### src/rtl/core/sit_pkg.sv
`timescale 1ns / 1ps
`default_nettype none
package sit_pkg;

  localparam int LEN_W    = 7;
  localparam int ID_W     = 8;
  localparam int CNT_W    = 9;
  localparam int CHAR_W   = 8;
  localparam int OUTLEN_W = 6;

  localparam logic [CNT_W-1:0] CAP_RESET = 9'd256;
  localparam logic [CNT_W-1:0] CAP_MIN   = 9'd2;

  typedef enum logic [1:0] {
    FN_LOOKUP = 2'd0,
    FN_INSERT = 2'd1,
    FN_READ   = 2'd2
  } func_t;

  // One queued command for the back end
  typedef struct packed {
    logic              is_read;
    logic              is_insert;
    logic              ovf;
    logic              bank;
    logic [LEN_W-1:0]  klen;
    logic [ID_W-1:0]   rid;
  } cmd_t;

  // One result word
  typedef struct packed {
    logic                valid;
    logic [ID_W-1:0]     id;
    logic [CHAR_W-1:0]   chr;
    logic [OUTLEN_W-1:0] len;
    logic                last;
  } res_t;

  typedef enum logic [2:0] {
    BK_IDLE,
    BK_LEN,
    BK_LCHK,
    BK_CMP,
    BK_MISS,
    BK_COPY,
    BK_STREAM
  } bk_state_t;

endpackage
`default_nettype wire

### src/rtl/core/sit_front.sv
`timescale 1ns / 1ps
`default_nettype none
module sit_front import sit_pkg::*; #(
  parameter int NAME_MAX_CHARS = 32,
  parameter int KA_W           = 6
) (
  input  wire logic              clk,
  input  wire logic              rst_n,
  input  wire logic              accept,
  input  wire logic [1:0]        func,
  input  wire logic [CHAR_W-1:0] key_char,
  input  wire logic              key_last,
  input  wire logic [ID_W-1:0]   read_id,
  output logic                   key_we,
  output logic      [KA_W-1:0]   key_waddr,
  output logic      [CHAR_W-1:0] key_wdata,
  output logic                   push,
  output cmd_t                   push_cmd
);

  logic [LEN_W-1:0] klen_r, klen_nxt;
  logic             ovf_r, ovf_nxt;
  logic             wbank_r, wbank_nxt;
  logic             is_key, room;
  logic [LEN_W-1:0] klen_after;
  logic             ovf_after;

  // classify the word and buffer key characters
  always_comb begin
    is_key     = accept && (func == FN_LOOKUP || func == FN_INSERT);
    room       = klen_r < LEN_W'(NAME_MAX_CHARS);
    klen_after = room ? klen_r + LEN_W'(1) : klen_r;
    ovf_after  = ovf_r | ~room;
    key_we     = is_key && room;
    key_waddr  = wbank_r ? KA_W'(NAME_MAX_CHARS) + KA_W'(klen_r) : KA_W'(klen_r);
    key_wdata  = key_char;
  end

  // hand finished names and reads to the queue
  always_comb begin
    push               = (is_key && key_last) || (accept && func == FN_READ);
    push_cmd.is_read   = (func == FN_READ);
    push_cmd.is_insert = (func == FN_INSERT);
    push_cmd.ovf       = ovf_after;
    push_cmd.bank      = wbank_r;
    push_cmd.klen      = klen_after;
    push_cmd.rid       = read_id;
  end

  // advance key state, drop it after the final character
  always_comb begin
    klen_nxt  = klen_r;
    ovf_nxt   = ovf_r;
    wbank_nxt = wbank_r;
    if (is_key) begin
      if (key_last) begin
        klen_nxt  = '0;
        ovf_nxt   = 1'b0;
        wbank_nxt = ~wbank_r;
      end else begin
        klen_nxt = klen_after;
        ovf_nxt  = ovf_after;
      end
    end
  end

  always_ff @(posedge clk) begin
    if (!rst_n) begin
      klen_r  <= '0;
      ovf_r   <= 1'b0;
      wbank_r <= 1'b0;
    end else begin
      klen_r  <= klen_nxt;
      ovf_r   <= ovf_nxt;
      wbank_r <= wbank_nxt;
    end
  end

endmodule
`default_nettype wire

### config.mk
export PLATFORM = sky130hd
export DESIGN_NAME = sit_front
export DESIGN_NICKNAME = d
export VERILOG_FILES = /design/src/rtl/core/sit_pkg.sv /design/src/rtl/core/sit_front.sv
export SDC_FILE = /design/constraint.sdc
export NUM_CORES = 1
export LEC_CHECK = 0
export CORE_UTILIZATION = 51
export DETAILED_ROUTE_END_ITERATION = 8
export DONT_BUFFER_PORTS = 1
export PLACE_DENSITY = 0.73
export SYNTH_ARGS = -nofsm -noshare
export SYNTH_HDL_FRONTEND = slang
export SYNTH_SLANG_ARGS = --single-unit
### constraint.sdc
create_clock -name clk -period 2.5 [get_ports clk]
set_input_delay 0 -clock clk [delete_from_list [all_inputs] [get_ports clk]]
set_output_delay 0 -clock clk [all_outputs]
set_load 0.01 [all_outputs]
==> metrics.txt <==
simple-gate area share of the yosys netlist=24.4%; post-CTS sizing=0; Yosys top cell by area=dfxtp_1; P_int=0.000220 W; count of unique library cells instantiated by Yosys=33; diode count=0; post-route clock period utilization=73.8%; status=finished clean; Detailed Routing Iterations Pass 1=4; first-pass GRT wire length=1800 microns; area share of fa/ha/maj cells after synthesis=1.69%; Cell Area, Synth=738 sq um; layout cell share with drive strength beyond 1=10.0%; initial drt markers=8; final slew viol count=0; Total Power=0.000289 W; RSZ-0062 raised after global routing=false; GRT Total Usage=17.7%; relative slew slack=42.1%; Seq pwr share=51.6%; DR vias/cell=5.98; Layout Utilization=46.5%; Port Buffer Count=0; post-route ant nets=0; Max rail drop VDD=0.292 mV; skew final=0.00403 ns; post-synthesis register bit count=9; worst skew pair latency=0.26 ns; DR vias=508; crit path max fanout=6; crit end category=flop; Syn. warnings=0; row count=13; Initial Util=56.0%; mux contribution to synthesized area=0%; Die Ht=40.0 microns; Seq/Total Area, Yosys=24.4%; wirelength, routed=1250 microns; final setup violating endpoints=0; Syn Nets=114; die footprint=1600 sq um; Root Buffer=clkbuf_4; Nets=94; min-delay worst type=input pin to output pin; Pwr per Cell Area=471 nW/um^2; Final Hold Fails=0; Avg Cell Area, Syn=8.11 sq um; Min Hold Slack=0.00000358 ns; critical path data arrival time=2.04 ns; Static Leak=0.248 nW; vias in the first global route=428; TNS Setup=0 ns; Post-route DRC=0; global placement routability congestion=0.810; Sw Share=23.9%; Die W=40.0 microns; Worst Max-Slew Pin Slew=0.856 ns; clock power share=38.9%; gr ovfl total=0; Syn Inst Count=91; Setup CP Type=flop to flop; CORE AREA=1320 sq um; Area contributors post-synth=dfxtp_1, buf_4, nand2_1, xnor2_1, xor2_1; fmax=542 MHz; Post-Synth XOR/XNOR Area=7.12%; Routed wire per std cell=14.7 microns; Post-CTS Setup Inserts=0; cts bufs inserted=3; synthesis-to-layout area growth=-16.9%; pin count of the biggest net entering global routing=11; area share of the largest cell type after synthesis=24.4%; CTS tree=yes; combinational fraction of design power=9.5%; initial antenna violation count=0; htree depth=1; sw power=0.0000689 W; Setup crit start kind=flop; Boundary Pins=57; clk sinks=9; HPWL after DPL=922 microns; largest family of logic cells by synthesized area=buffers and inverters; FF-to-FF setup slack=0.65 ns; CP required=2.70 ns; Reg clk slew, reported paths=0.06 ns; Tmin final=1.85 ns; complex-gate fraction of the synthesized area=14.7%; clock buffer depth=2; max cap viols=0; CTS Hold Bufs=3
[final cells by class]
class | instances | area, sq um
Timing Repair Buffer | 3 | 30.0
Tap cell | 15 | 18.8
Inverter | 1 | 3.75
Fill cell | 130 | 704
Sequential cell | 9 | 180
Clock buffer | 4 | 26.3
Multi-Input combinational cell | 53 | 354
[placed cells by master, fill, tap and decap left out, drive strengths merged]
cell         count
inv              1
and3             1
a21boi           4
o21ai            2
nor2             4
nand3            3
dlygate4sd3      3
a21oi            1
nand2            8
o311ai           2
or3b             2
o211a            1
or4              2
or2              1
nor2b            2
clkbuf           4
and2             1
xor2             3
o21ba            2
nand2b           3
xnor2            3
dfxtp            9
ha               1
nand3b           2
nor4b            1
o31ai            1
o32ai            1
or3              2
[final timing paths]
path / depth (start not counted) / start / end
worst max-delay path: 4 / klen_r[0]$_SDFFE_PN0N_ / klen_r[4]$_SDFFE_PN0N_
worst min-delay path: 0 / read_id[7] / push_cmd[7]
worst max register to register: 4 / klen_r[0]$_SDFFE_PN0N_ / klen_r[4]$_SDFFE_PN0N_
worst min register to register: 1 / ovf_r$_SDFFE_PN0N_ / ovf_r$_SDFFE_PN0N_
[worst max-delay path: stages, from the launching register on]
cell	delay, ns
dfxtp_1	0.48
ha_1	0.19
or3b_1	0.44
or4_1	0.54
a21boi_1	0.13
[per-stage QoR]
stage | instance area (sq um) | setup WS, ns | cells
6_report | 613 | 0.655 | 85
5_1_grt | 613 | 0.562 | 85
4_1_cts | 613 | 0.665 | 85
3_5_place_dp | 557 | 0.677 | 78
3_3_place_gp | 557 | 0.744 | 78
2_1_floorplan | 738 | 0.836 | 91
[layer usage]
layer / routed length (microns) / GRT usage [%] / vias up / part of all wire (%)
li1: - / - / 245 / -
met2: 551 / 25.8 / 27 / 44
met4: 20 / 9.48 / 0 / 1.6
met5: 0 / 0 / - / 0
met1: 516 / 17.8 / 227 / 41
met3: 162 / 13.9 / 9 / 13
[kinds of logic (layout without fill, tap and decap cells)]
group	after synthesis	count (layout)
DFF	9	9
xor gates and xnor gates	6	6
buffers and inverters	29	8
adders and majority gates	1	1
and+or+nand+nor	32	32
AOI/OAI and AO/OA	14	14
[state kept, by name, indices dropped and copies added (netlist names)]
register and flops:
klen_r 7, ovf_r 1, wbank_r 1
[Yosys cell counts]
master / n
nand2_1: 8
clkbuf_1: 3
a21oi_1: 1
o311ai_0: 2
dfxtp_1: 9
buf_6: 1
or3_2: 1
and2_1: 1
xnor2_1: 3
a21boi_0: 2
or4_1: 2
nand3_1: 3
o31ai_1: 1
o211a_1: 1
a21boi_1: 2
xor2_1: 3
or2_1: 1
nor2_1: 4
nand3b_1: 2
nand2b_1: 3
buf_4: 23
o32ai_1: 1
inv_1: 1
or3_1: 1
o21ai_0: 2
nor4b_1: 1
ha_1: 1
buf_2: 1
and3_1: 1
or3b_2: 1
nor2b_1: 2
o21ba_2: 2
or3b_1: 1
[power groups by stage]
stage	sequential, W	combinational [W]	clock, W
final	0.000149	0.0000275	0.000112
after CTS	0.000149	0.0000279	0.000117
after floorplan	0.000150	0.0000506	0
after detailed placement	0.000152	0.0000221	0
after global placement	0.000152	0.0000222	0
after global routing	0.000149	0.0000301	0.000128
No activity file was read; power rests on OpenSTA's default activity.
