--- src/rtl/core/sit_pkg.sv ---
`timescale 1ns / 1ps
`default_nettype none
package sit_pkg;

  localparam int LEN_W    = 7;
  localparam int ID_W     = 8;
  localparam int CNT_W    = 9;
  localparam int CHAR_W   = 8;
  localparam int OUTLEN_W = 6;

  localparam logic [CNT_W-1:0] CAP_RESET = 9'd256;
  localparam logic [CNT_W-1:0] CAP_MIN   = 9'd2;

  typedef enum logic [1:0] {
    FN_LOOKUP = 2'd0,
    FN_INSERT = 2'd1,
    FN_READ   = 2'd2
  } func_t;

  // One queued command for the back end
  typedef struct packed {
    logic              is_read;
    logic              is_insert;
    logic              ovf;
    logic              bank;
    logic [LEN_W-1:0]  klen;
    logic [ID_W-1:0]   rid;
  } cmd_t;

  // One result word
  typedef struct packed {
    logic                valid;
    logic [ID_W-1:0]     id;
    logic [CHAR_W-1:0]   chr;
    logic [OUTLEN_W-1:0] len;
    logic                last;
  } res_t;

  typedef enum logic [2:0] {
    BK_IDLE,
    BK_LEN,
    BK_LCHK,
    BK_CMP,
    BK_MISS,
    BK_COPY,
    BK_STREAM
  } bk_state_t;

endpackage
`default_nettype wire

--- src/rtl/core/sit_back.sv ---
`timescale 1ns / 1ps
`default_nettype none
module sit_back import sit_pkg::*; #(
  parameter int MAX_ENTRIES    = 256,
  parameter int NAME_MAX_CHARS = 32,
  parameter int IW             = 8,
  parameter int CA_W           = 13,
  parameter int KA_W           = 6
) (
  input  wire logic              clk,
  input  wire logic              rst_n,
  input  wire logic [CNT_W-1:0]  cap,
  input  wire logic              q_empty,
  input  wire cmd_t              head,
  output logic                   pop,
  output res_t                   res,
  output logic      [IW-1:0]     len_raddr,
  input  wire logic [LEN_W-1:0]  len_rdata,
  output logic                   len_we,
  output logic      [IW-1:0]     len_waddr,
  output logic      [LEN_W-1:0]  len_wdata,
  output logic      [CA_W-1:0]   ch_raddr,
  input  wire logic [CHAR_W-1:0] ch_rdata,
  output logic                   ch_we,
  output logic      [CA_W-1:0]   ch_waddr,
  output logic      [CHAR_W-1:0] ch_wdata,
  output logic      [KA_W-1:0]   key_raddr,
  input  wire logic [CHAR_W-1:0] key_rdata
);

  localparam int ID_LIMIT = (MAX_ENTRIES < 256) ? MAX_ENTRIES : 256;

  bk_state_t        state_r, state_nxt;
  logic [CNT_W-1:0] sid_r, sid_nxt;
  logic [LEN_W-1:0] ci_r, ci_nxt;
  logic             pv_r, pv_nxt;
  logic [LEN_W-1:0] rlen_r, rlen_nxt;
  logic [CNT_W-1:0] ec_r, ec_nxt;
  res_t             res_r, res_nxt;

  logic [CNT_W-1:0] eff;
  logic [CNT_W-1:0] sid_inc;
  logic             last_id, rd_bad, mism, room, key_done, rd_done;
  logic [CA_W-1:0]  ch_base;

  // shared status terms
  always_comb begin
    if (cap < CAP_MIN) begin
      eff = CAP_MIN;
    end else if (cap > CNT_W'(ID_LIMIT)) begin
      eff = CNT_W'(ID_LIMIT);
    end else begin
      eff = cap;
    end
    sid_inc  = sid_r + CNT_W'(1);
    last_id  = sid_inc >= ec_r;
    rd_bad   = (head.rid == '0) || (CNT_W'(head.rid) >= ec_r);
    mism     = pv_r && (ch_rdata != key_rdata);
    room     = ec_r < eff;
    key_done = (ci_r == head.klen);
    rd_done  = (ci_r == rlen_r);
  end

  // memory addresses
  always_comb begin
    ch_base   = CA_W'(sid_r) * CA_W'(NAME_MAX_CHARS);
    ch_raddr  = ch_base + CA_W'(ci_r);
    ch_waddr  = ch_base + CA_W'(ci_r - LEN_W'(1));
    ch_wdata  = key_rdata;
    key_raddr = head.bank ? KA_W'(NAME_MAX_CHARS) + KA_W'(ci_r) : KA_W'(ci_r);
    len_raddr = IW'(sid_r);
    len_waddr = IW'(sid_r);
    len_wdata = head.klen;
  end

  // next state
  always_comb begin
    state_nxt = state_r;
    case (state_r)
      BK_IDLE: begin
        if (!q_empty) begin
          if (head.is_read) begin
            state_nxt = rd_bad ? BK_IDLE : BK_LEN;
          end else if (head.ovf) begin
            state_nxt = BK_IDLE;
          end else if (ec_r <= CNT_W'(1)) begin
            state_nxt = BK_MISS;
          end else begin
            state_nxt = BK_LEN;
          end
        end
      end
      BK_LEN: state_nxt = BK_LCHK;
      BK_LCHK: begin
        if (head.is_read) begin
          state_nxt = (len_rdata == '0) ? BK_IDLE : BK_STREAM;
        end else if (len_rdata == head.klen) begin
          state_nxt = BK_CMP;
        end else begin
          state_nxt = last_id ? BK_MISS : BK_LEN;
        end
      end
      BK_CMP: begin
        if (mism) begin
          state_nxt = last_id ? BK_MISS : BK_LEN;
        end else if (key_done) begin
          state_nxt = BK_IDLE;
        end
      end
      BK_MISS:   state_nxt = (head.is_insert && room) ? BK_COPY : BK_IDLE;
      BK_COPY:   state_nxt = (pv_r && key_done) ? BK_IDLE : BK_COPY;
      BK_STREAM: state_nxt = (pv_r && rd_done) ? BK_IDLE : BK_STREAM;
      default:   state_nxt = BK_IDLE;
    endcase
  end

  // datapath and result words
  always_comb begin
    sid_nxt  = sid_r;
    ci_nxt   = ci_r;
    pv_nxt   = pv_r;
    rlen_nxt = rlen_r;
    ec_nxt   = ec_r;
    res_nxt  = '0;
    pop      = 1'b0;
    ch_we    = 1'b0;
    len_we   = 1'b0;
    case (state_r)
      BK_IDLE: begin
        if (!q_empty) begin
          if (head.is_read) begin
            if (rd_bad) begin
              res_nxt.valid = 1'b1;
              res_nxt.last  = 1'b1;
              pop           = 1'b1;
            end else begin
              sid_nxt = CNT_W'(head.rid);
            end
          end else if (head.ovf) begin
            res_nxt.valid = 1'b1;
            res_nxt.last  = 1'b1;
            pop           = 1'b1;
          end else begin
            sid_nxt = CNT_W'(1);
          end
        end
      end
      BK_LCHK: begin
        ci_nxt = '0;
        pv_nxt = 1'b0;
        if (head.is_read) begin
          rlen_nxt = len_rdata;
          if (len_rdata == '0) begin
            res_nxt.valid = 1'b1;
            res_nxt.last  = 1'b1;
            pop           = 1'b1;
          end
        end else if (len_rdata != head.klen && !last_id) begin
          sid_nxt = sid_inc;
        end
      end
      BK_CMP: begin
        if (mism) begin
          if (!last_id) begin
            sid_nxt = sid_inc;
          end
        end else if (key_done) begin
          res_nxt.valid = 1'b1;
          res_nxt.id    = ID_W'(sid_r);
          res_nxt.last  = 1'b1;
          pop           = 1'b1;
        end else begin
          ci_nxt = ci_r + LEN_W'(1);
          pv_nxt = 1'b1;
        end
      end
      BK_MISS: begin
        ci_nxt = '0;
        pv_nxt = 1'b0;
        if (head.is_insert && room) begin
          sid_nxt = ec_r;
        end else begin
          res_nxt.valid = 1'b1;
          res_nxt.last  = 1'b1;
          pop           = 1'b1;
        end
      end
      BK_COPY: begin
        ch_we = pv_r;
        if (pv_r && key_done) begin
          len_we        = 1'b1;
          ec_nxt        = ec_r + CNT_W'(1);
          res_nxt.valid = 1'b1;
          res_nxt.id    = ID_W'(sid_r);
          res_nxt.last  = 1'b1;
          pop           = 1'b1;
        end else if (!key_done) begin
          ci_nxt = ci_r + LEN_W'(1);
          pv_nxt = 1'b1;
        end
      end
      BK_STREAM: begin
        if (pv_r) begin
          res_nxt.valid = 1'b1;
          res_nxt.id    = ID_W'(sid_r);
          res_nxt.chr   = ch_rdata;
          res_nxt.len   = OUTLEN_W'(rlen_r);
          res_nxt.last  = rd_done;
        end
        if (pv_r && rd_done) begin
          pop = 1'b1;
        end else if (!rd_done) begin
          ci_nxt = ci_r + LEN_W'(1);
          pv_nxt = 1'b1;
        end
      end
      default: begin
        pop = 1'b0;
      end
    endcase
  end

  always_ff @(posedge clk) begin
    if (!rst_n) begin
      state_r <= BK_IDLE;
      ec_r    <= CNT_W'(1);
      res_r   <= '0;
    end else begin
      state_r <= state_nxt;
      ec_r    <= ec_nxt;
      res_r   <= res_nxt;
    end
  end

  always_ff @(posedge clk) begin
    sid_r  <= sid_nxt;
    ci_r   <= ci_nxt;
    pv_r   <= pv_nxt;
    rlen_r <= rlen_nxt;
  end

  assign res = res_r;

endmodule
`default_nettype wire

--- config.mk ---
export PLATFORM = sky130hd
export DESIGN_NAME = sit_back
export DESIGN_NICKNAME = d
export VERILOG_FILES = /design/src/rtl/core/sit_pkg.sv /design/src/rtl/core/sit_back.sv
export SDC_FILE = /design/constraint.sdc
export NUM_CORES = 1
export LEC_CHECK = 0
export BUFFER_PORTS_ARGS = -buffer_cell sky130_fd_sc_hd__buf_2
export CORE_MARGIN = 4
export CORE_UTILIZATION = 45
export DETAILED_ROUTE_END_ITERATION = 8
export PLACE_DENSITY = 0.79
export REMOVE_ABC_BUFFERS = 1
export SETUP_SLACK_MARGIN = 0.2
export SLEW_MARGIN = 10
export SYNTH_ARGS = -nofsm -noshare
export SYNTH_HDL_FRONTEND = slang
export SYNTH_SLANG_ARGS = --single-unit
--- constraint.sdc ---
create_clock -name clk -period 3.75 [get_ports clk]
set_clock_uncertainty 0.15 [all_clocks]
set_input_delay 0.375 -clock clk [delete_from_list [all_inputs] [get_ports clk]]
set_output_delay 0.375 -clock clk [all_outputs]
set_load 0.01 [all_outputs]
==> results.md <==
* H-tree depth at 3
* Final period utilization at 91.3%
* Cell Rows at 36
* Hold Vio Cnt, Final at 0
* DRT Pass-1 Iters at 5
* WHS Endpoint: res[9]$_SDFF_PN0_
* Minimum clock period at 3.42 ns
* Overflow after GRT at 0
* Slew at the pin closest to its max-slew limit at 0.833 ns
* Maximum clock frequency at 0.292 GHz
* Synth-to-Final Area Change at 20.5%
* Setup Crit Path Kind: in2out
* Die Ht at 108 um
* WHS Path Cells at 2
* Routed wire length at 12200 um
* Vias/cell at 5.37
* Final Setup Violations at 0
* Iteration-0 DRC Markers at 291
* Adder-cell share of the synthesized area at 11.7%
* Maximum vdd drop at 185 uV
* Crit. Startpoint: cap[4]
* # fillers at 899
* Initial core utilization at 46.2%
* Dominant cell type by area after synthesis: dfxtp_1
* FF-to-FF path depth at 11
* Yosys top cell area share at 15.9%
* Number of synthesized register bits at 60
* R2r setup slk at 0.49 ns
* Die area at 11700 um2
* R2R Path Start: sid_r[3]$_DFFE_PP_
* GRT Util Overall at 20.7%
* Gpl congestion at 0.928
* Max-slew violation count at 0
* Nature of the critical path endpoint: primary output
* Max FO, Critical Path at 3
* Largest net degree at the start of global routing at 23
* Combinational group share of total power at 25.9%
* Internal at 1.22 mW
* Xor/xnor share of the synthesized area at 12.8%
* Synth Warn # at 0
* IO Count at 144
* Post-DP HPWL at 9630 um
* Max_slew headroom at 44.0%
* Post-Syn Area at 4520 um2
* Buffers on Ports at 143
* Overall power at 1.81 mW
* Root Driver: clkbuf_8
* Vias in the first global route at 4053
* Reg power frac at 40.9%
* Synth Instances at 520
* Nets at 730
* Net Sw Frac at 32.5%
* Pleak at 2.40 nW
* Clk pwr share at 33.2%
* CTS tree: done
* TritonCTS Buffers at 9
* Clock transition at path regs at 0.07 ns
* CP Launch Type: primary input
* Max-cap violation count at 0
* CP required at 3.22 ns
* # DRC at 0
* Unrepaired setup endpoints after global routing: true
* Global-route wire length before repair at 19300 um
* Primary FF master, synth: dfxtp_1
* Post-synthesis async set-or-reset flop share at 0%
* Clock Latency Late Sink at 0.34 ns
* Largest family of logic cells by synthesized area: simple AND/OR/NAND/NOR gates
* Worst Path Arrival at 2.90 ns
* Share of layout cells above drive strength 1 at 30.9%
* Longest Clk Path Bufs at 2
* Pwr/cell area at 333 nW/um2
* Width of the die at 108 um
* Simple-gate share of the synthesized area at 20.0%
* N_diodes at 0
* Setup TNS at 0 ns
* Hold Crit Start: ch_rdata[2]
* Core area at 9770 um2
* Syn Area/Cell at 8.69 um2
* Wire length per cell at 15.7 um
* Number of synthesized flops with an enable pin at 24
* R2R Path End: sid_r[0]$_DFFE_PP_
* Initial antenna violation count at 0
* Total number of vias at 4149
* Count of cell types in the netlist at 57
* Compound-Gate Fraction of Synth Area at 12.9%
* ANT nets after route at 0
* Cts hold-fix bufs at 0
* Psw at 0.588 mW
* Synth top area cells: dfxtp_1 (16%), edfxtp_1 (16%), ha_1 (11%), xnor2_1 (7.0%), buf_4 (6.8%)
* Outcome: finished, final reports clean
* Class of the tightest hold or removal check: in2reg
* CTS Sinks at 60
* Sequential share of the synthesized area at 31.9%
* Post-synthesis mux area share at 0%
==> registers in the layout, indices dropped and copies added (netlist names) <==
signal / flops
ec_r: 9
ci_r: 7
res: 24
state_r: 3
sid_r: 9
pv_r: 1
rlen_r: 7
==> cell usage in the layout, fill, tap and decap left out, drive strengths merged, types with 5 or more instances in the layout <==
cell type and instances:
nor3 11, nor4 12, clkbuf 9, inv 28
nor2 45, clkinv 5, nand2 36, nand3 28
nor2b 6, xor2 30, xnor2 36, a22oi 6
edfxtp 24, dfxtp 36, ha 39, a21oi 22
buf 162, and2 17, and3 5, o21ai 19
nand4 9
==> synth_stat cells, drive strengths merged, types with 11 or more instances <==
master	n
and2	17
xor2	30
nand3	28
o21ai	19
nor4	12
xnor2	36
inv	26
dfxtp	36
nand2	36
nor3	11
ha	39
edfxtp	24
nor2	45
buf	50
a21oi	22
==> worst max-delay path by stage <==
stage | endpoint | slack, ns | cells past startpoint
floorplan | sid_r[0]$_DFFE_PP_ | 0.04 | 9
global placement | pop | 0.19 | 12
detailed placement | pop | 0.15 | 12
CTS | ch_waddr[12] | 0.16 | 13
global route | ch_waddr[12] | 0.13 | 13
finish | pop | 0.33 | 12
==> per-stage QoR <==
stage	hold slack, ns	setup slack, ns	instances	utilization [%]	instance area (um2)
2_1_floorplan	0.287	0.0405	462	-	4140
3_3_place_gp	0.331	0.187	749	52.2	5100
3_5_place_dp	0.335	0.146	749	52.2	5100
4_1_cts	0.0937	0.162	765	54.4	5310
5_1_grt	0.0891	0.127	773	55.7	5450
6_report	0.106	0.328	773	55.7	5450
==> timing repair <==
item                                    CTS  global route
pin swaps                                 0             7
buffers inserted                          0             8
resized for setup                         2            16
endpoints found under the setup margin    2            13
==> worst max-delay path, cell delays in order <==
cell and delay [ns]:
buf_2 0.10, or4_4 0.56, nor4_4 0.15, o21ai_1 0.09, ha_1 0.27, and3_1 0.16
a31o_2 0.26, a31oi_4 0.18, a21oi_2 0.12, a2111oi_4 0.40, nand2_1 0.08, buf_2 0.15
==> area by class of cell <==
| type | instances | area [um2] | share of cell area, % |
|---|---|---|---|
| multi-input combinational | 374 | 2680 | 49.1 |
| sequential | 60 | 1440 | 26.5 |
| timing repair buffer | 162 | 858 | 15.8 |
| tap | 133 | 166 | 3.06 |
| clock buffer | 9 | 124 | 2.27 |
| inverter | 28 | 105 | 1.93 |
| clock inverter | 7 | 75.1 | 1.38 |
==> power by group through the flow <==
stage | logic (mW) | registers [mW] | clock network [mW]
after global routing | 0.518 | 0.745 | 0.633
after detailed placement | 0.442 | 0.757 | 0
after floorplan | 0.233 | 0.772 | 0
after global placement | 0.427 | 0.756 | 0
after CTS | 0.446 | 0.742 | 0.609
final | 0.469 | 0.740 | 0.602
==> metal layers <==
metal	global-route usage [%]	part of all wire [%]
met1	25.0	42
met2	36.0	49
met3	4.12	6.8
met4	8.12	2.7
met5	0	0
==> cell families after synthesis <==
group                    count (synthesis)
AND/OR/NAND/NOR                        182
buffers and inverters                   86
AO/OA/AOI/OAI                           85
XOR/XNOR                                66
flip-flops                              60
adder cells (fa/ha/maj)                 41
Note: power is estimated with default switching activity, not from simulation.
