**config.mk**
```make
export PLATFORM = sky130hd
export DESIGN_NAME = sit_ram
export DESIGN_NICKNAME = d
export VERILOG_FILES = /design/src/rtl/core/sit_ram.sv
export SDC_FILE = /design/constraint.sdc
export NUM_CORES = 1
export LEC_CHECK = 0
export ABC_AREA = 1
export BUFFER_PORTS_ARGS = -buffer_cell sky130_fd_sc_hd__buf_2
export CAP_MARGIN = 10
export CORE_ASPECT_RATIO = 1.5
export CORE_MARGIN = 2
export CORE_UTILIZATION = 30
export DETAILED_ROUTE_END_ITERATION = 6
export PLACE_DENSITY = 0.46
export REMOVE_ABC_BUFFERS = 1
export SLEW_MARGIN = 20
export SYNTH_ARGS = -nofsm -noshare
export SYNTH_HDL_FRONTEND = slang
export SYNTH_SLANG_ARGS = --single-unit
export TNS_END_PERCENT = 50
```
**constraint.sdc**
```tcl
create_clock -name clk -period 1 [get_ports clk]
set_input_delay 0.15 -clock clk [delete_from_list [all_inputs] [get_ports clk]]
set_output_delay 0.15 -clock clk [all_outputs]
set_load 0.03 [all_outputs]
```
**src/rtl/core/sit_ram.sv**
```systemverilog
`timescale 1ns / 1ps
`default_nettype none
module sit_ram #(
  parameter int WIDTH = 8,
  parameter int DEPTH = 2,
  parameter int AW    = 1
) (
  input  wire logic             clk,
  input  wire logic             we,
  input  wire logic [AW-1:0]    waddr,
  input  wire logic [WIDTH-1:0] wdata,
  input  wire logic [AW-1:0]    raddr,
  output logic      [WIDTH-1:0] rdata
);

  logic [WIDTH-1:0] mem [DEPTH];
  logic [WIDTH-1:0] rdata_r;

  // write port, registered read port
  always_ff @(posedge clk) begin
    if (we) begin
      mem[waddr] <= wdata;
    end
    rdata_r <= mem[raddr];
  end

  assign rdata = rdata_r;

endmodule
`default_nettype wire

```
==> parameters.txt, run 1 <==
Parameter                              Value

Route
  Detail Route met2 WL    588 um
  Post-detailed-route via-to-cell ratio    4.11
  Final antenna-violating net count    0
  Iteration-0 DRC Markers    4
  Aggregate routed wire length    1060 um
  Total routed wire length on the met1 layer    405 um
  Met3 WL post-DR    50 um
  Highest signal layer in the routed design    met4
  Number of optimization iterations in the first detailed-route pass    2
  Post-detailed-route wirelength per cell    10.5 um
  Total number of vias    415
  DRC Markers    0

Setup path
  Worst setup startpoint    rdata[0]$_DFF_P_
  Worst setup path category    flip-flop to primary output
  Cell Chain, Critical Path    buf_2
  Endpoint class of the critical path    primary output
  Launch point of the worst reg-to-reg path    mem[1][3]$_DFFE_PP_
  Worst Reg2Reg Path Length in Cells    2
  Cell with the largest stage delay on the worst path    sky130_fd_sc_hd__dfxtp_1
  Arr. time, crit path    820 ps
  Crit path required time    850 ps
  Bufs and invs on worst path    1
  Register-to-register setup slack    390 ps
  Endpoint of the most critical register-to-register path    rdata[3]$_DFF_P_
  Dominant delay contributor by cell family on the critical path    flip-flops
  CP max stage delay    330 ps
  Setup crit start kind    flip-flop
  Critical Path Fanout Max    1

Worst hold path
  Instance count along the most critical hold path    1
  End point of the most critical hold path    mem[0][3]$_DFFE_PP_
  Worst hold path startpoint    wdata[3]
  Kind of path behind the tightest hold check    input port to flip-flop

Yosys
  Share of synthesized area occupied by flip-flops and latches    84.2%
  Primary FF master, synth    sky130_fd_sc_hd__edfxtp_1
  Average footprint of a synthesized cell    14.1 um^2
  Number of flops mapped to enable cells by yosys    16
  Synthesis-stage register bit count    24
  Cell types with the highest counts after synthesis    sky130_fd_sc_hd__nand2_1, sky130_fd_sc_hd__edfxtp_1, sky130_fd_sc_hd__dfxtp_1
  Yosys warning count    0
  Cell area after synthesis    761 um^2
  Async set-reset flop share out of synthesis    0%
  Most frequently used cell type in the post-synthesis netlist    sky130_fd_sc_hd__nand2_1
  Yosys cell types    7
  Cell accounting for the most synthesized area    sky130_fd_sc_hd__edfxtp_1
  Cell count after synthesis    54
  Largest cells by area after synthesis    sky130_fd_sc_hd__edfxtp_1, sky130_fd_sc_hd__dfxtp_1, sky130_fd_sc_hd__nand2_1
  Post-synth top area share    63.2%

Clocking
  Num CTS Buffers    3
  Clk sink count    24
  Clock insertion delay at the later pin of the skew report    300 ps
  Maximum root-to-sink buffer count    2
  Cts hold-fix bufs    0
  TritonCTS clock tree    done
  H-tree depth    1
  Library cell used as clock root buffer    sky130_fd_sc_hd__clkbuf_4
  Clock transition at the registers of the reported paths    130 ps

Placed design
  Post-DP HPWL    804 um
  Final Wtd Congestion    0.632
  PortBufs    19

Floorplanning
  IO Count    20
  X dimension of the die    45.1 um
  Effective utilization at floorplan    31.4%
  Placeable core region    2420 um^2
  Floorplan die height    65.7 um
  Die area    2960 um^2
  Row count    22

Job
  Maximum capacitance violations    0

GRT
  Global-route wire length before repair    1660 um
  Vias in the first global route    396
  Number of antenna violations at the first check in global routing    0
  Overflow left after global routing    0
  Total routing resource utilization after global routing    8.11%
  Pin count of the biggest net entering global routing    14

Layout
  # diodes    0
  Growth of design area from synthesis to finish    20.7%
  Share of layout cells above drive strength 1    31.2%
  Core occupancy in the finished layout    37.9%
  Total number of nets in the final design    90

Timing
  Highest achievable clock rate    1.03 GHz
  Final worst path period need    968 ps
  Final setup fails    0
  Largest clock skew in the final design    4.43 ps
  Setup repair after global routing missed its margin    false
  Final number of hold-violating endpoints    0
  Total Neg Setup Slack    0 ps
  Max transition margin    79.2%
  Ratio of final minimum period to clock period    96.8%
  Fin. max-slew vios    0
  Worst Tran Pin Value    312 ps

Power and ir drop
  VDD IR-drop max    1.10 mV
  Leakage power summed over all cells    0.409 nW
  Pwr/cell area    1900 nW/um^2

Status
  Outcome    finished clean
-- through the flow --
step / hold WS, ps / total power, mW / setup slack, ps / instance area, um^2 / cells
finish: 20.3 / 1.74 / 32.4 / 918 / 101
global route: 9.84 / 1.81 / 0.412 / 918 / 101
CTS: 10.1 / 1.76 / 12.6 / 908 / 101
detailed placement: 342 / 1.34 / 111 / 882 / 97
global placement: 339 / 1.34 / 142 / 882 / 97
floorplan: 249 / 1.27 / 90.1 / 749 / 53
-- per-layer routing --
metal  vias up  track usage (%)
li1        222                -
met1       181             8.21
met2        10             13.6
met3         2             1.65
met4         0             6.62
met5         -                0
-- how the worst max path moves through the flow --
| stage | end | slack [ps] | cells past startpoint |
|---|---|---|---|
| after global routing | rdata[0] | 0.4 | 1 |
| after floorplan | mem[0][0]$_DFFE_PP_ | 90 | 2 |
| after global placement | mem[1][7]$_DFFE_PP_ | 140 | 3 |
| after CTS | rdata[0] | 10 | 1 |
| final | rdata[0] | 30 | 1 |
| after detailed placement | mem[1][4]$_DFFE_PP_ | 110 | 3 |
-- flip-flops by register name, summed over array words and instances, names as in the netlist --
signal	flops
mem	16
rdata	8
-- worst register-to-register path, cell delays in order, from the launching register on --
cell	delay, ps
sky130_fd_sc_hd__edfxtp_1	400
sky130_fd_sc_hd__nand2_1	80
sky130_fd_sc_hd__nand2_1	50
-- logic make-up after synthesis --
kind of cell | count (synthesis) | share of synthesized area [%]
buffers and inverters | 4 | 2.96
flip-flops | 24 | 84.2
AND/OR/NAND/NOR | 26 | 12.8
-- area by class of cell --
class,instances,area [um^2]
Timing Repair Buffer,20,113
Clock inverter,1,3.75
Sequential cell,24,641
Fill cell,258,1500
Tap cell,24,30.0
Clock buffer,3,22.5
Inverter,3,11.3
Multi-Input combinational cell,26,97.6
-- what timing repair did --
item / CTS / global route
resized for setup: 0 / 5
buffers inserted: 0 / 0
hold endpoints to repair: 0 / 0
setup endpoints to repair: 0 / 4
-- report_power, final --
group | leakage [nW] | switching, mW | internal [mW] | total [mW]
Clock | 0.0154 | 0.272 | 0.146 | 0.418
Sequential | 0.218 | 0.0162 | 1.13 | 1.15
Combinational | 0.176 | 0.114 | 0.0581 | 0.172
-- cell usage in the layout, fill, tap and decap left out, drive strengths merged --
master and count:
nor2 1, buf 17, dfxtp 8, inv 3, clkbuf 6, edfxtp 16
clkinv 1, nand2 25
No activity file was read; power rests on OpenSTA's default activity.
==> run 2, diff against run 1 <==
ABC_AREA = 0   (was 1)
==> run 2 against run 1 <==
Wire length is 0.19% higher. Design area grew 13%. Critical path type unchanged. Worst hold slack gained 3.7 ps. Maximum frequency increased by 1.7%. Critical endpoint is now rdata[1]. Cell count shrank 15%. Core utilization increased by 4.0 points. Global-route usage decreased by 0.20 points.
==> parameters.txt, run 2 <==
Parameter                              Value

Timing
  Ratio of final minimum period to clock period    95.1%
  Max transition margin    81.7%
  Highest achievable clock rate    1.05 GHz
  Final number of hold-violating endpoints    0
  Largest clock skew in the final design    10.7 ps
  Fin. max-slew vios    0
  Setup repair after global routing missed its margin    false
  Final setup fails    0
  Worst Tran Pin Value    274 ps
  Total Neg Setup Slack    0 ps
  Worst Slack Setup Final    49.0 ps
  Final worst path period need    951 ps

Layout
  Commonest non-fill, non-tap cell in the layout    sky130_fd_sc_hd__edfxtp_1
  Final-layout fill cell count    235
  Multi-input logic area    133 um^2
  Largest register by flop count    mem
  Total number of nets in the final design    75
  Share of layout cells above drive strength 1    56.5%
  # diodes    0
  FF/Latch Area    643 um^2
  Number of flip-flops in the largest register    16
  Growth of design area from synthesis to finish    32.4%
  Commonest non-fill, non-tap cells in the layout    sky130_fd_sc_hd__edfxtp_1, sky130_fd_sc_hd__buf_2, sky130_fd_sc_hd__mux2_4, sky130_fd_sc_hd__buf_4, sky130_fd_sc_hd__dfxtp_1

Floorplanning
  Row count    22
  IO Count    20
  Floorplan die height    66.6 um
  Placeable core region    2480 um^2
  X dimension of the die    45.8 um
  Die area    3050 um^2
  Effective utilization at floorplan    31.7%

Route
  Post-detailed-route wirelength per cell    12.3 um
  DRC Markers    0
  Post-detailed-route via-to-cell ratio    4.47
  Final antenna-violating net count    0
  Iteration-0 DRC Markers    4
  Aggregate routed wire length    1060 um
  Total number of vias    384
  Number of optimization iterations in the first detailed-route pass    3

Setup path
  Critical Path Fanout Max    1
  Bufs and invs on worst path    1
  Instance count on the critical path    1
  CP max stage delay    330 ps
  Cell with the largest stage delay on the worst path    sky130_fd_sc_hd__dfxtp_1
  Crit path required time    850 ps
  Arr. time, crit path    800 ps
  Setup crit start kind    flip-flop
  Worst Reg2Reg Path Length in Cells    1
  Dominant delay contributor by cell family on the critical path    flip-flops
  Endpoint class of the critical path    primary output
  Worst setup path category    flip-flop to primary output
  Cell Chain, Critical Path    clkbuf_4

Clocking
  Clk sink count    24
  TritonCTS clock tree    done
  Library cell used as clock root buffer    sky130_fd_sc_hd__clkbuf_4
  H-tree depth    1
  Clock transition at the registers of the reported paths    130 ps
  Clock insertion delay at the later pin of the skew report    310 ps
  Maximum root-to-sink buffer count    2
  Post CTS Setup Buffer Count    0
  Num CTS Buffers    3

Yosys
  Share of synthesized area occupied by flip-flops and latches    81.7%
  Post-synth top area share    61.2%
  Async set-reset flop share out of synthesis    0%
  Number of flops mapped to enable cells by yosys    16
  Most frequently used cell type in the post-synthesis netlist    sky130_fd_sc_hd__edfxtp_1
  Main combinational cell family by area after synthesis    multiplexers
  Cell area after synthesis    785 um^2
  Share of synthesized area spent on multiplexers    15.3%
  Post-synthesis xor/xnor area fraction    0%
  Cell accounting for the most synthesized area    sky130_fd_sc_hd__edfxtp_1
  Yosys warning count    0
  Cell count after synthesis    35
  Largest cells by area after synthesis    sky130_fd_sc_hd__edfxtp_1, sky130_fd_sc_hd__dfxtp_1, sky130_fd_sc_hd__mux2_4
  Arithmetic-cell share of the synthesized area counting full adders, half adders and majority gates    0%
  Cell types with the highest counts after synthesis    sky130_fd_sc_hd__edfxtp_1, sky130_fd_sc_hd__dfxtp_1, sky130_fd_sc_hd__mux2_4
  Yosys cell types    6
  Post-synthesis simple-gate area fraction    1.59%
  Primary FF master, synth    sky130_fd_sc_hd__edfxtp_1
  Compound-Gate Fraction of Synth Area    0%
  Synthesis-stage register bit count    24
  Average footprint of a synthesized cell    22.4 um^2

Power and ir drop
  Internal power    1.66 mW
  Portion of total power attributed to sequential cells    55.9%
  Leakage power summed over all cells    0.427 nW
  Sw frac    19.7%
  Pwr/cell area    1990 nW/um^2
  VDD IR-drop max    0.732 mV
  Net switching power    408 uW
  Gate power share    11.1%
  Proportion of power drawn by the clock network    33.0%

GRT
  Number of antenna violations at the first check in global routing    0
  Vias in the first global route    352
  Overflow left after global routing    0
  Global-route wire length before repair    1550 um
  Pin count of the biggest net entering global routing    15
  Total routing resource utilization after global routing    7.91%

Worst hold path
  Kind of path behind the tightest hold check    input port to flip-flop
  Instance count along the most critical hold path    1

Placed design
  Final Wtd Congestion    0.580
  PortBufs    19
  Placement-stage worst setup slack    136 ps

Status
  Outcome    finished clean

Job
  Maximum capacitance violations    0
[run 2: cell count changes after synthesis, sizes merged]
cell,delta
and2,+1
inv,-3
mux2,+8
nand2,-25
nor2,-1
nor2b,+1
[run 2: power groups by stage]
stage | clock network, mW | registers [mW] | logic (mW)
after global placement | 0 | 1.17 | 0.201
after CTS | 0.712 | 1.15 | 0.204
final | 0.683 | 1.16 | 0.229
after detailed placement | 0 | 1.18 | 0.202
after floorplan | 0 | 1.24 | 0.0578
after global routing | 0.757 | 1.16 | 0.242
[run 2: path summary, 6_finish.rpt]
path / start / to / slack, ps
max: rdata[1]$_DFF_P_ / rdata[1] / 50
min: wdata[3] / mem[0][3]$_DFFE_PP_ / 20
max reg2reg: mem[0][3]$_DFFE_PP_ / rdata[3]$_DFF_P_ / 250
min reg2reg: mem[1][6]$_DFFE_PP_ / rdata[6]$_DFF_P_ / 470
[run 2: through the flow]
stage	hold WS (ps)	util (%)	instance area, um^2	instances	power (mW)
floorplan	249	-	773	34	1.29
global placement	341	37.4	926	79	1.38
detailed placement	343	37.4	926	79	1.38
CTS	1.55	39.6	982	83	2.07
global route	-0.163	41.9	1040	86	2.16
finish	24.0	41.9	1040	86	2.07
[run 2: logic make-up after synthesis]
kind of cell,after synthesis
buf+inv,1
simple gates,2
mux,8
flops,24
[run 2: layout make-up]
type,count,share of cell area (%)
well taps,24,2.89
multi-input cells,10,12.8
flip-flops and latches,24,61.9
clock inverters,1,2.89
repair buffers,24,17.3
clock buffers,3,2.17
[run 2: metal layers]
metal	vias up	track usage, %	routed length (um)
li1	185	-	-
met1	184	8.74	422
met2	13	12.0	568
met3	2	2.44	55
met4	0	6.43	14
met5	-	0	0
[run 2: timing repair]
item                                    in CTS  in global routing
hold buffers                                 0                  3
endpoints found under the setup margin       1                  8
resized for setup                            2                 16
hold endpoints to repair                     0                  6
==> run 3, diff against run 2 <==
--- a/config.mk
+++ b/config.mk
@@ -10,2 +10,4 @@
 export CAP_MARGIN = 10
+export CELL_PAD_IN_SITES_DETAIL_PLACEMENT = 1
+export CELL_PAD_IN_SITES_GLOBAL_PLACEMENT = 1
 export CORE_ASPECT_RATIO = 1.5
@@ -14,3 +16,3 @@
 export DETAILED_ROUTE_END_ITERATION = 6
-export PLACE_DENSITY = 0.46
+export PLACE_DENSITY = 0.53
 export REMOVE_ABC_BUFFERS = 1
--- a/constraint.sdc
+++ b/constraint.sdc
@@ -3,2 +3,2 @@
 set_output_delay 0.15 -clock clk [all_outputs]
-set_load 0.03 [all_outputs]
+set_load 0.005 [all_outputs]
==> run 3 against run 2 <==
First-iteration DRC count fell by 100%. Core utilization is 4.4 points lower. Global-route usage increased by 0.092 points. Worst hold slack improved by 6.8 ps. Register-to-register slack about the same. Maximum frequency is 8.5% higher. Via count is 8.6% lower. Clock-buffer cell count did not move. Sequential power barely moved. Clock skew fell by 6.2 ps. Critical path type unchanged. Critical endpoint is now rdata[2].
==> parameters.txt, run 3 (synthesis gave the netlist of run 2 again) <==
Parameter                              Value

Status
  Outcome    finished clean

Layout
  Final standard cell count with taps included and fillers excluded    81
  Growth of design area from synthesis to finish    18.3%
  Commonest non-fill, non-tap cells in the layout    sky130_fd_sc_hd__buf_2, sky130_fd_sc_hd__edfxtp_1, sky130_fd_sc_hd__mux2_4, sky130_fd_sc_hd__dfxtp_1, sky130_fd_sc_hd__clkbuf_4
  # diodes    0
  Number of flip-flops in the largest register    16
  Largest register by flop count    mem
  Final design area excluding fillers    928 um^2
  Total number of nets in the final design    71
  Share of layout cells above drive strength 1    54.4%
  Commonest non-fill, non-tap cell in the layout    sky130_fd_sc_hd__buf_2

Clocking
  TritonCTS clock tree    done
  CTS-repair resized insts    0
  Post CTS Setup Buffer Count    0
  H-tree depth    1
  Clock transition at the registers of the reported paths    120 ps
  Clock insertion delay at the later pin of the skew report    300 ps
  Num CTS Buffers    3
  Cts hold-fix bufs    0
  Library cell used as clock root buffer    sky130_fd_sc_hd__clkbuf_4
  Clk sink count    24
  Maximum root-to-sink buffer count    2

Timing
  Total Neg Setup Slack    0 ps
  Worst Slack Setup Final    124 ps
  Highest achievable clock rate    1.14 GHz
  Worst Tran Pin Value    356 ps
  Final worst path period need    876 ps
  Fin. max-slew vios    0
  Final setup fails    0
  Largest clock skew in the final design    4.52 ps
  Ratio of final minimum period to clock period    87.6%
  Setup repair after global routing missed its margin    false
  Final number of hold-violating endpoints    0
  Max transition margin    76.3%

Placed design
  PortBufs    19
  Placed cell count    78
  Placed Instance Area    906 um^2
  Placement-stage worst setup slack    65.2 ps
  Final Wtd Congestion    0.627

GRT
  Number of antenna violations at the first check in global routing    0
  Pin count of the biggest net entering global routing    13
  Met3 routing resource usage after global routing    3.52%
  Global-route wire length before repair    1610 um
  Vias in the first global route    317
  Total routing resource utilization after global routing    8.00%
  Met2 Resource Use GR    12.5%
  Overflow left after global routing    0
  GR met1 Demand/Resource    8.33%
  Highest-utilization routing layer at the global route stage    met2

Power and ir drop
  Pwr/cell area    1800 nW/um^2
  VDD IR-drop max    0.657 mV
  Total chip power    1.67 mW
  Leakage power summed over all cells    0.382 nW

Route
  Aggregate routed wire length    1050 um
  Iteration-0 DRC Markers    0
  Final antenna-violating net count    0
  Post-detailed-route via-to-cell ratio    4.33
  Number of optimization iterations in the first detailed-route pass    1
  DRC Markers    0
  Total number of vias    351
  Post-detailed-route wirelength per cell    12.9 um

Setup path
  CP max stage delay    320 ps
  Crit path required time    850 ps
  Cell Chain, Critical Path    buf_2
  Cell with the largest stage delay on the worst path    sky130_fd_sc_hd__dfxtp_1
  Arr. time, crit path    730 ps
  Worst setup path category    flip-flop to primary output
  Bufs and invs on worst path    1
  Dominant delay contributor by cell family on the critical path    flip-flops
  Setup crit start kind    flip-flop
  Endpoint class of the critical path    primary output
  Critical Path Fanout Max    1

Floorplanning
  Row count    22
  Die area    3050 um^2
  IO Count    20
  Effective utilization at floorplan    31.7%
  Placeable core region    2480 um^2
  Floorplan die height    66.6 um
  X dimension of the die    45.8 um

Job
  Maximum capacitance violations    0

Worst hold path
  Kind of path behind the tightest hold check    input port to flip-flop
-- run 3: worst paths after layout --
path	slack (ps)	from	cells past startpoint	end
max	120	rdata[2]$_DFF_P_	1	rdata[2]
min	30	wdata[3]	1	mem[0][3]$_DFFE_PP_
max reg2reg	240	mem[0][5]$_DFFE_PP_	1	rdata[5]$_DFF_P_
min reg2reg	480	mem[0][2]$_DFFE_PP_	1	rdata[2]$_DFF_P_
-- run 3: final cells by class --
type,count,area [um^2]
tap,24,30.0
multi-input combinational,10,133
timing repair buffer,20,103
fill,269,1550
sequential,24,641
clock buffer,3,22.5
-- run 3: metal layers --
layer	routed length (um)	vias up
li1	-	175
met1	376	161
met2	584	13
met3	73	2
met4	13	0
met5	0	-
-- run 3: stage by stage --
step | utilization (%) | hold slack, ps
3_5_place_dp | 36.6 | 342
3_3_place_gp | 36.6 | 343
2_1_floorplan | - | 249
5_1_grt | 37.5 | 3.78
4_1_cts | 37.5 | 17.9
6_report | 37.5 | 30.8
-- run 3: power by group --
part           total [mW]  internal [mW]  switching (mW)
Sequential           1.15           1.14          0.0168
Clock               0.389          0.140           0.249
Combinational       0.132         0.0813          0.0504
